--- config.mk ---
export PLATFORM = sky130hd
export DESIGN_NAME = piecewise_linear_table_interp_flat
export DESIGN_NICKNAME = d
export VERILOG_FILES = /design/src/rtl/plti_pkg.sv /design/src/rtl/plti_if.sv /design/src/rtl/plti_div.sv /design/src/rtl/piecewise_linear_table_interp.sv /design/src/flat_wrapper.sv
export SDC_FILE = /design/constraint.sdc
export NUM_CORES = 2
export LEC_CHECK = 0
export BUFFER_PORTS_ARGS = -buffer_cell sky130_fd_sc_hd__buf_4
export CORE_MARGIN = 10
export CORE_UTILIZATION = 35
export DETAILED_ROUTE_END_ITERATION = 8
export PLACE_DENSITY_LB_ADDON = 0.15
export SYNTH_ARGS = -nofsm -noshare
export SYNTH_HDL_FRONTEND = slang
export SYNTH_SLANG_ARGS = --single-unit
--- constraint.sdc ---
create_clock -name clk -period 12.95 [get_ports clk]
set_clock_uncertainty 0.15 [all_clocks]
set_input_delay 1.9425 -clock clk [delete_from_list [all_inputs] [get_ports clk]]
set_output_delay 1.9425 -clock clk [all_outputs]
set_load 0.1 [all_outputs]
--- src/rtl/plti_pkg.sv ---
package plti_pkg;

  // Table geometry
  localparam int MAX_ENTRIES = 16;
  localparam int IDX_W       = $clog2(MAX_ENTRIES);
  localparam int DATA_W      = 32;
  localparam int CNT_W       = 5;
  localparam logic [CNT_W-1:0] COUNT_RESET = CNT_W'(2);

  // Arithmetic widths: |slope| < 2^49, offset < 2^32, |slope * offset| < 2^48
  localparam int QUO_W = 49;
  localparam int DEN_W = 32;
  localparam int MAG_W = 48;
  localparam int PHI_W = MAG_W - DEN_W;
  localparam int FRAC  = 16;

  // Request kinds
  localparam logic REQ_WRITE = 1'b0;
  localparam logic REQ_QUERY = 1'b1;

  // One breakpoint as stored in the table memory
  typedef struct packed {
    logic signed [DATA_W-1:0] alt;
    logic signed [DATA_W-1:0] val;
  } plti_entry_t;

  // Divider status toward the controller
  typedef struct packed {
    logic busy;
    logic done;
  } plti_div_stat_t;

endpackage

--- src/rtl/plti_if.sv ---
// Request channel: table writes and queries
interface plti_req_if;
  import plti_pkg::*;

  logic                     valid;
  logic                     ready;
  logic                     req_type;
  logic [IDX_W-1:0]         entry_index;
  logic signed [DATA_W-1:0] entry_altitude;
  logic signed [DATA_W-1:0] entry_value;
  logic signed [DATA_W-1:0] query_altitude;

  modport source (
    output valid, req_type, entry_index, entry_altitude, entry_value, query_altitude,
    input  ready
  );
  modport sink (
    input  valid, req_type, entry_index, entry_altitude, entry_value, query_altitude,
    output ready
  );
endinterface

// Result channel: one transaction per query
interface plti_res_if;
  import plti_pkg::*;

  logic                     valid;
  logic                     ready;
  logic signed [DATA_W-1:0] result_value;
  logic                     in_segment;

  modport source (
    output valid, result_value, in_segment,
    input  ready
  );
  modport sink (
    input  valid, result_value, in_segment,
    output ready
  );
endinterface

--- src/rtl/plti_div.sv ---
// Restoring unsigned divider, one quotient bit per cycle
module plti_div (
  input  logic                         clk,
  input  logic                         rst,
  input  logic                         start,
  input  logic [plti_pkg::QUO_W-1:0]   dividend,
  input  logic [plti_pkg::DEN_W-1:0]   divisor,
  output plti_pkg::plti_div_stat_t     stat,
  output logic [plti_pkg::QUO_W-1:0]   quotient
);
  import plti_pkg::*;

  localparam int STEP_W = $clog2(QUO_W + 1);

  logic [DEN_W-1:0]  rem;
  logic [QUO_W-1:0]  quo;
  logic [DEN_W-1:0]  den;
  logic [STEP_W-1:0] step;
  logic              busy;
  logic              done;

  logic [DEN_W:0]    shifted;
  logic [DEN_W+1:0]  diff;
  logic              take;

  // Trial subtraction of the divisor from the shifted remainder
  always_comb begin
    shifted = {rem, quo[QUO_W-1]};
    diff    = {1'b0, shifted} - {2'b00, den};
    take    = !diff[DEN_W+1];
  end

  // Control
  always_ff @(posedge clk) begin
    if (rst) begin
      busy <= 1'b0;
      done <= 1'b0;
      step <= '0;
    end else begin
      done <= 1'b0;
      if (start) begin
        busy <= 1'b1;
        step <= STEP_W'(QUO_W);
      end else if (busy) begin
        step <= step - STEP_W'(1);
        if (step == STEP_W'(1)) begin
          busy <= 1'b0;
          done <= 1'b1;
        end
      end
    end
  end

  // Datapath
  always_ff @(posedge clk) begin
    if (start) begin
      rem <= '0;
      quo <= dividend;
      den <= divisor;
    end else if (busy) begin
      rem <= take ? diff[DEN_W-1:0] : shifted[DEN_W-1:0];
      quo <= {quo[QUO_W-2:0], take};
    end
  end

  assign stat.busy = busy;
  assign stat.done = done;
  assign quotient  = quo;

endmodule

--- src/rtl/piecewise_linear_table_interp.sv ---
// Channel   Dir  Transaction
// req       in   table write (req_type 0) or altitude query (req_type 1)
// res       out  interpolated value and in_segment flag, one per query
// cfg       in   entry_count write, taken on any cycle with cfg_we high
//
// A table write is stored when it is accepted in idle. A query reads the table one entry a cycle from
// the single memory read port until its segment is found or the last entry in use
// is read, then runs a 49-step bit-serial divide for the slope and two
// partial-product multiplies.
// Synchronous reset clears control and sets entry_count to 2; the table contents
// are undefined until written. A finished result sits in the output register
// while the next transaction is accepted; a later result waits until it is taken.
module piecewise_linear_table_interp (
  input  logic                       clk,
  input  logic                       rst,
  input  logic                       cfg_we,
  input  logic [plti_pkg::CNT_W-1:0] cfg_wdata,
  plti_req_if.sink                   req,
  plti_res_if.source                 res
);
  import plti_pkg::*;

  typedef enum logic [2:0] {
    ST_IDLE,
    ST_SCAN,
    ST_SETUP,
    ST_DIV,
    ST_MUL_LO,
    ST_MUL_HI,
    ST_SUM,
    ST_DONE
  } state_t;

  state_t state;

  // Configuration register
  logic [CNT_W-1:0] entry_count;

  always_ff @(posedge clk) begin
    if (rst) begin
      entry_count <= COUNT_RESET;
    end else if (cfg_we) begin
      entry_count <= cfg_wdata;
    end
  end

  // Breakpoint table memory, one read port with registered data
  plti_entry_t      table_mem [MAX_ENTRIES];
  plti_entry_t      rd_data;
  logic             rd_en;
  logic [IDX_W-1:0] rd_addr;
  logic             wr_en;

  always_ff @(posedge clk) begin
    if (wr_en) begin
      table_mem[req.entry_index] <= '{alt: req.entry_altitude, val: req.entry_value};
    end
    if (rd_en) begin
      rd_data <= table_mem[rd_addr];
    end
  end

  // Query working registers
  logic signed [DATA_W-1:0] q_alt;
  logic [CNT_W-1:0]         n_eff;
  logic [IDX_W-1:0]         scan_cnt;
  plti_entry_t              prev;
  logic [DATA_W:0]          dv;
  logic [DEN_W-1:0]         dd;
  logic [DEN_W-1:0]         offs;
  logic signed [DATA_W-1:0] base;
  logic                     neg;
  logic [63:0]              p_lo;
  logic [PHI_W-1:0]         p_hi;
  logic [DATA_W-1:0]        scaled;
  logic signed [DATA_W-1:0] hold_value;
  logic                     hold_hit;

  // Handshake decode
  logic req_fire;
  logic query_fire;
  logic out_free;

  assign req.ready  = (state == ST_IDLE);
  assign req_fire   = req.valid && req.ready;
  assign query_fire = req_fire && (req.req_type == REQ_QUERY);
  assign wr_en      = req_fire && (req.req_type == REQ_WRITE) &&
                      (32'(req.entry_index) < MAX_ENTRIES);
  assign out_free   = !res.valid || res.ready;

  // Effective entry count: zero counts as one, clamp at table depth
  logic [CNT_W-1:0] n_clamped;

  always_comb begin
    if (entry_count == '0) begin
      n_clamped = CNT_W'(1);
    end else if (entry_count > CNT_W'(MAX_ENTRIES)) begin
      n_clamped = CNT_W'(MAX_ENTRIES);
    end else begin
      n_clamped = entry_count;
    end
  end

  // Segment test on the entry just read against the one before it
  logic is_last;
  logic seg_hit;

  always_comb begin
    is_last = ({1'b0, scan_cnt} == (n_eff - CNT_W'(1)));
    seg_hit = (scan_cnt != '0) && (prev.alt <= q_alt) && (q_alt < rd_data.alt);
  end

  // Table read issue
  always_comb begin
    rd_en   = query_fire || ((state == ST_SCAN) && !seg_hit && !is_last);
    rd_addr = (state == ST_SCAN) ? scan_cnt + IDX_W'(1) : '0;
  end

  // Divider hookup: |dv| * 2^16 / dd
  plti_div_stat_t   div_stat;
  logic [QUO_W-1:0] div_quo;
  logic [DATA_W:0]  dv_mag;

  assign dv_mag = dv[DATA_W] ? (~dv + (DATA_W+1)'(1)) : dv;

  plti_div u_div (
    .clk      (clk),
    .rst      (rst),
    .start    (state == ST_SETUP),
    .dividend ({dv_mag, {FRAC{1'b0}}}),
    .divisor  (dd),
    .stat     (div_stat),
    .quotient (div_quo)
  );

  // Product magnitude and signed, saturated sum
  logic [MAG_W-1:0]       mag;
  logic signed [DATA_W+1:0] sum;
  logic signed [DATA_W-1:0] sat_value;

  always_comb begin
    mag    = p_lo[MAG_W-1:0] + {p_hi, {DEN_W{1'b0}}};
    scaled = mag[MAG_W-1:FRAC];
    if (neg) begin
      sum = {{2{base[DATA_W-1]}}, base} - {2'b00, scaled};
    end else begin
      sum = {{2{base[DATA_W-1]}}, base} + {2'b00, scaled};
    end
    if (sum[DATA_W+1:DATA_W-1] == 3'b000 || sum[DATA_W+1:DATA_W-1] == 3'b111) begin
      sat_value = sum[DATA_W-1:0];
    end else if (sum[DATA_W+1]) begin
      sat_value = {1'b1, {(DATA_W-1){1'b0}}};
    end else begin
      sat_value = {1'b0, {(DATA_W-1){1'b1}}};
    end
  end

  // Controller with result register
  always_ff @(posedge clk) begin
    if (rst) begin
      state     <= ST_IDLE;
      res.valid <= 1'b0;
    end else begin
      // A result loaded in DONE takes the place of one being taken
      if (res.valid && res.ready && (state != ST_DONE)) begin
        res.valid <= 1'b0;
      end
      case (state)
        ST_IDLE: begin
          if (query_fire) begin
            state <= ST_SCAN;
          end
        end
        ST_SCAN: begin
          if (seg_hit) begin
            state <= ST_SETUP;
          end else if (is_last) begin
            state <= ST_DONE;
          end
        end
        ST_SETUP: begin
          state <= ST_DIV;
        end
        ST_DIV: begin
          if (div_stat.done) begin
            state <= ST_MUL_LO;
          end
        end
        ST_MUL_LO: begin
          state <= ST_MUL_HI;
        end
        ST_MUL_HI: begin
          state <= ST_SUM;
        end
        ST_SUM: begin
          state <= ST_DONE;
        end
        ST_DONE: begin
          if (out_free) begin
            res.valid        <= 1'b1;
            res.result_value <= hold_value;
            res.in_segment   <= hold_hit;
            state            <= ST_IDLE;
          end
        end
        default: begin
          state <= ST_IDLE;
        end
      endcase
    end
  end

  // Query datapath
  always_ff @(posedge clk) begin
    case (state)
      ST_IDLE: begin
        q_alt    <= req.query_altitude;
        n_eff    <= n_clamped;
        scan_cnt <= '0;
      end
      ST_SCAN: begin
        if (seg_hit) begin
          dv   <= {rd_data.val[DATA_W-1], rd_data.val} - {prev.val[DATA_W-1], prev.val};
          dd   <= DEN_W'(rd_data.alt - prev.alt);
          offs <= DEN_W'(q_alt - prev.alt);
          base <= prev.val;
        end else if (is_last) begin
          hold_value <= rd_data.val;
          hold_hit   <= 1'b0;
        end else begin
          prev     <= rd_data;
          scan_cnt <= scan_cnt + IDX_W'(1);
        end
      end
      ST_SETUP: begin
        neg <= dv[DATA_W];
      end
      ST_MUL_LO: begin
        p_lo <= div_quo[DEN_W-1:0] * offs;
      end
      ST_MUL_HI: begin
        p_hi <= PHI_W'(div_quo[QUO_W-1:DEN_W] * offs);
      end
      ST_SUM: begin
        hold_value <= sat_value;
        hold_hit   <= 1'b1;
      end
      default: begin
      end
    endcase
  end

  // Checks
  a_div_only_in_div: assert property (@(posedge clk) disable iff (rst)
    div_stat.done |-> (state == ST_DIV))
    else $error("divider finished outside the divide state");

  a_div_running: assert property (@(posedge clk) disable iff (rst)
    (state == ST_DIV) |-> (div_stat.busy || div_stat.done))
    else $error("waiting on an idle divider");

  a_scan_bound: assert property (@(posedge clk) disable iff (rst)
    (state == ST_SCAN) |-> ({1'b0, scan_cnt} < n_eff))
    else $error("table scan ran past the entries in use");

  a_write_no_scan: assert property (@(posedge clk) disable iff (rst)
    (req_fire && (req.req_type == REQ_WRITE)) |=> (state == ST_IDLE))
    else $error("table write started a query");

endmodule
--- src/flat_wrapper.sv ---
// flat-port wrapper written by rule: the top's interface ports become plain ports
module piecewise_linear_table_interp_flat import plti_pkg::*;
  (clk, rst, cfg_we, cfg_wdata, req_valid, req_req_type, req_entry_index, req_entry_altitude, req_entry_value, req_query_altitude, req_ready, res_valid, res_result_value, res_in_segment, res_ready);
  plti_req_if req_i ();
  plti_res_if res_i ();
  input  logic clk;
  input  logic rst;
  input  logic cfg_we;
  input  logic [plti_pkg::CNT_W-1:0] cfg_wdata;
  input wire logic [$bits(req_i.valid)-1:0] req_valid;
  input wire logic [$bits(req_i.req_type)-1:0] req_req_type;
  input wire logic [$bits(req_i.entry_index)-1:0] req_entry_index;
  input wire logic [$bits(req_i.entry_altitude)-1:0] req_entry_altitude;
  input wire logic [$bits(req_i.entry_value)-1:0] req_entry_value;
  input wire logic [$bits(req_i.query_altitude)-1:0] req_query_altitude;
  output wire logic [$bits(req_i.ready)-1:0] req_ready;
  output wire logic [$bits(res_i.valid)-1:0] res_valid;
  output wire logic [$bits(res_i.result_value)-1:0] res_result_value;
  output wire logic [$bits(res_i.in_segment)-1:0] res_in_segment;
  input wire logic [$bits(res_i.ready)-1:0] res_ready;
  assign req_i.valid = req_valid;
  assign req_i.req_type = req_req_type;
  assign req_i.entry_index = req_entry_index;
  assign req_i.entry_altitude = req_entry_altitude;
  assign req_i.entry_value = req_entry_value;
  assign req_i.query_altitude = req_query_altitude;
  assign req_ready = req_i.ready;
  assign res_valid = res_i.valid;
  assign res_result_value = res_i.result_value;
  assign res_in_segment = res_i.in_segment;
  assign res_i.ready = res_ready;
  piecewise_linear_table_interp u_core (.clk(clk), .rst(rst), .cfg_we(cfg_we), .cfg_wdata(cfg_wdata), .req(req_i), .res(res_i));
endmodule
==> results.txt <==
For this run, the number of Yosys warnings is 0. The initial antenna violation count is 30. The sum of negative setup slack came out at 0 ps. The signal on the critical path passes through and2_1 > fa_1 > fa_1 > inv_1 > fa_1 > fa_1 > inv_1 > fa_1 > fa_1 > fa_1 > fa_1 > ha_1 > a21o_1 > a21o_1 > a21oi_1 > nor2b_1 > o21ai_0 > a21boi_0 > o32ai_1 > o211ai_1 > a31oi_1 > o21bai_1 > xnor2_1. Setup violations remaining at the end of the flow were counted as 0.

The detailed-route wire length per cell came out at 22.9 um. Across every metal layer, demand over resource in global routing totals 0.180. Max-cap violations in this run came to 0. The HPWL after detailed placement is 191000 um. Relative to the synthesized area, the layout overhead comes to 11.2%. After clock tree synthesis, the clock-pin slew on the worst setup and hold paths is 60 ps. The final hold violation count was 0. The synthesized design contains 1502 enable-type register cells. The post-synthesis area per instance is 12.0 um^2. The slowest stage of the critical path belongs to the cell sky130_fd_sc_hd__edfxtp_1. The maximum number of pins on one net before global-route repair is 130.

The depth of the worst hold-timing path came out at 0. The post-route DRC violation count came out at 0. The type of the setup path with the least slack is reg -> reg. TritonCTS built the clock tree.

The worst path required time is 13320 ps. The number of filler cells placed in the layout came out at 27300. STA classifies the critical path startpoint as a flop. By instance count, the cell type seen most on the critical path is sky130_fd_sc_hd__fa_1. At the worst endpoint, the arrival time is 9420 ps. The die covers 309000 um^2. The first TritonRoute pass finished after 6 iterations. The initial cell density of the core came out at 0.352. The number of global-route vias before repair came to 65600. The number of nets handed over by synthesis was 9771.

The endpoint type of the worst setup path is a flop. The global placement routability congestion is 0.883. The share of the Yosys chip area taken by registers is 0.462. The placeable core region came out at 285000 um^2. The via density per instance came out at 5.06. The cell depth of the worst flop-to-flop path is 23.

The first global-routing pass estimated 426000 um of wire. Port buffering added 145 buffers. Of all nets on the critical path, the largest fanout is 32. The summed instance area of the synthesized netlist came out at 100000 um^2. Of the available clock period, the critical path in the final layout requires 0.699. The number of clock sinks seen by CTS is 1567. The worst stage delay on the critical path came out at 1340 ps. In the final design database the tool counted 9819 nets.

The aggregate routed wire length is 282000 um. Setup repair after global routing left no endpoint under its margin. In this run the vertical extent of the chip is 555 um.

The cell count after synthesis came out at 8359. In the final layout, the multi-input gates occupy 48500 um^2. The cell at the root of the clock tree is sky130_fd_sc_hd__clkbuf_16. The number of DRC markers after the initial detailed-route iteration is 3669. Of the cells placed in the final design, the portion with a size suffix greater than 1 is 0.0786.

The number of distinct standard cells referenced by the synthesized netlist is 86. The global-route congestion overflow total is 0. The smallest clock period supported by the final layout is computed as 9050 ps. After clock tree synthesis, the repair step resized 0 gates. Counting along the longest clock path gives a buffer depth of 4. The min-delay analysis places its worst path in the category reg -> reg. The number of hold-repair buffers added at the cts stage is 0. The relative slew slack is 0.0150. Across all layers, the routed design uses 62300 vias. In the final layout, flip-flops and latches occupy 46400 um^2. The highest clock rate is 0.111 GHz. In the synthesized netlist the dominant register cell turns out to be sky130_fd_sc_hd__edfxtp_1. The run finished with clean final reports. The slew of the pin with the lowest slew margin came out at 1480 ps. The boundary pin count came out at 146.

The initialized floorplan defines 196 standard-cell rows. The post-synthesis async set-or-reset flop share is 0. The count of final max-slew check failures came out at 0. The horizontal die dimension came out at 555 um.

The synthesized flop and latch total came out at 1567. In this run the number of H-tree levels came out at 4. Post-CTS timing repair inserted 0 buffers for setup.

The number of nets still failing antenna checks after routing came out at 0. The clock latency on the worst-skew pair is 840 ps. The clock buffer count from CTS came out at 186.
-- cells in the final DEF, fill, tap and decap left out, types with 18 or more instances in the layout --
master	count
sky130_fd_sc_hd__edfxtp_1	1502
sky130_fd_sc_hd__inv_1	1069
sky130_fd_sc_hd__fa_1	864
sky130_fd_sc_hd__nand2_1	851
sky130_fd_sc_hd__and2_1	728
sky130_fd_sc_hd__ha_1	437
sky130_fd_sc_hd__mux2i_1	294
sky130_fd_sc_hd__a21oi_1	283
sky130_fd_sc_hd__buf_4	271
sky130_fd_sc_hd__nor2_1	218
sky130_fd_sc_hd__a211oi_1	212
sky130_fd_sc_hd__xnor2_1	197
sky130_fd_sc_hd__clkbuf_16	189
sky130_fd_sc_hd__o21ai_0	183
sky130_fd_sc_hd__nand3_1	101
sky130_fd_sc_hd__xor2_1	97
sky130_fd_sc_hd__a21o_1	96
sky130_fd_sc_hd__a31oi_1	96
sky130_fd_sc_hd__a311oi_1	67
sky130_fd_sc_hd__mux4_2	64
sky130_fd_sc_hd__dfxtp_1	64
sky130_fd_sc_hd__nor3_1	58
sky130_fd_sc_hd__o21a_1	51
sky130_fd_sc_hd__clkinv_1	46
sky130_fd_sc_hd__nor2b_1	39
sky130_fd_sc_hd__clkbuf_1	32
sky130_fd_sc_hd__nand2b_1	31
sky130_fd_sc_hd__nand4_1	31
sky130_fd_sc_hd__a21boi_0	28
sky130_fd_sc_hd__or3_1	27
sky130_fd_sc_hd__clkinv_2	27
sky130_fd_sc_hd__o31ai_1	21
sky130_fd_sc_hd__o211ai_1	19
sky130_fd_sc_hd__o21bai_1	18
-- registers in the layout, indices dropped and copies added (netlist names), 33 cells and up --
register / flops
u_core.prev: 64
u_core.u_div.quotient: 49
u_core.table_mem: 1024
u_core.rd_data: 64
u_core.dv: 33
-- per-layer routing --
layer / wire, um / share of wire / global-route usage / up-vias
li1: - / - / - / 28600
met1: 127000 / 0.45 / 0.244 / 32100
met2: 137000 / 0.48 / 0.305 / 1183
met3: 11900 / 0.042 / 0.0261 / 384
met4: 7110 / 0.025 / 0.0446 / 34
met5: 230 / 0.00081 / 0 / -
-- path summary, 6_finish.rpt --
path                              from                    to  slack, ps
max          u_core.u_div.quotient[18]       u_core.p_lo[47]       3900
min                      u_core.dd[27]  u_core.u_div.den[27]        260
max reg2reg  u_core.u_div.quotient[18]       u_core.p_lo[47]       3900
min reg2reg              u_core.dd[27]  u_core.u_div.den[27]        260
-- synthesized netlist by cell type, drive strengths merged (31+ instances only) --
cell type     n  share of area
a211oi      214          0.016
xnor2       197          0.017
nand2b       31         0.0019
nand4        31         0.0019
a21o         96         0.0072
and2        728          0.045
xor2         97         0.0085
nand3       103         0.0051
fa          864           0.17
a311oi       68         0.0060
clkbuf      379          0.014
buf          36         0.0017
inv        1073          0.040
a31oi        96         0.0060
mux4         64          0.014
mux2i       294          0.029
nand2       852          0.032
edfxtp     1502           0.45
dfxtp        65          0.013
a21oi       293          0.016
nor3         65         0.0033
nor2        235         0.0088
ha          437          0.054
nor2b        40         0.0025
o21ai       187         0.0093
o21a         51         0.0038
-- worst max-delay path, delay by kind of cell, from the launching register on --
family / cells / cell delay (ps)
xor+xnor: 1 / 130
flops: 1 / 1340
simple gates: 2 / 350
buf+inv: 2 / 100
fa+ha+maj: 9 / 4330
compound gates: 9 / 2370
-- layout make-up --
class                           instances  share of cell area
Clock inverter                        108             0.00824
Multi-Input combinational cell       5302               0.435
Inverter                             1075              0.0363
Antenna cell                            3           0.0000673
Timing Repair Buffer                  275              0.0189
Sequential cell                      1567               0.416
Clock buffer                          221              0.0435
Tap cell                             3762              0.0422
-- kinds of logic after synthesis --
group	Yosys count	share of synthesized area
AND/OR/NAND/NOR	2189	0.108
buffers and inverters	1490	0.0561
AO/OA/AOI/OAI	1157	0.0766
multiplexers	361	0.0441
adder cells (fa/ha/maj)	1301	0.227
flip-flops	1567	0.462
XOR/XNOR	294	0.0257
-- per-stage QoR --
step	hold slack (ps)	cells	worst slack, ps	instance area (um^2)	util
floorplan	250	8359	1750	100000	-
global placement	256	12000	4110	106000	0.371
detailed placement	255	12000	4060	106000	0.371
CTS	264	12300	4030	112000	0.391
global route	267	12300	3570	112000	0.391
finish	265	12300	3900	112000	0.391
Power is left out: the tool's default activity adds up to more than one toggle a clock period on the data nets, which glitch-free logic cannot reach.
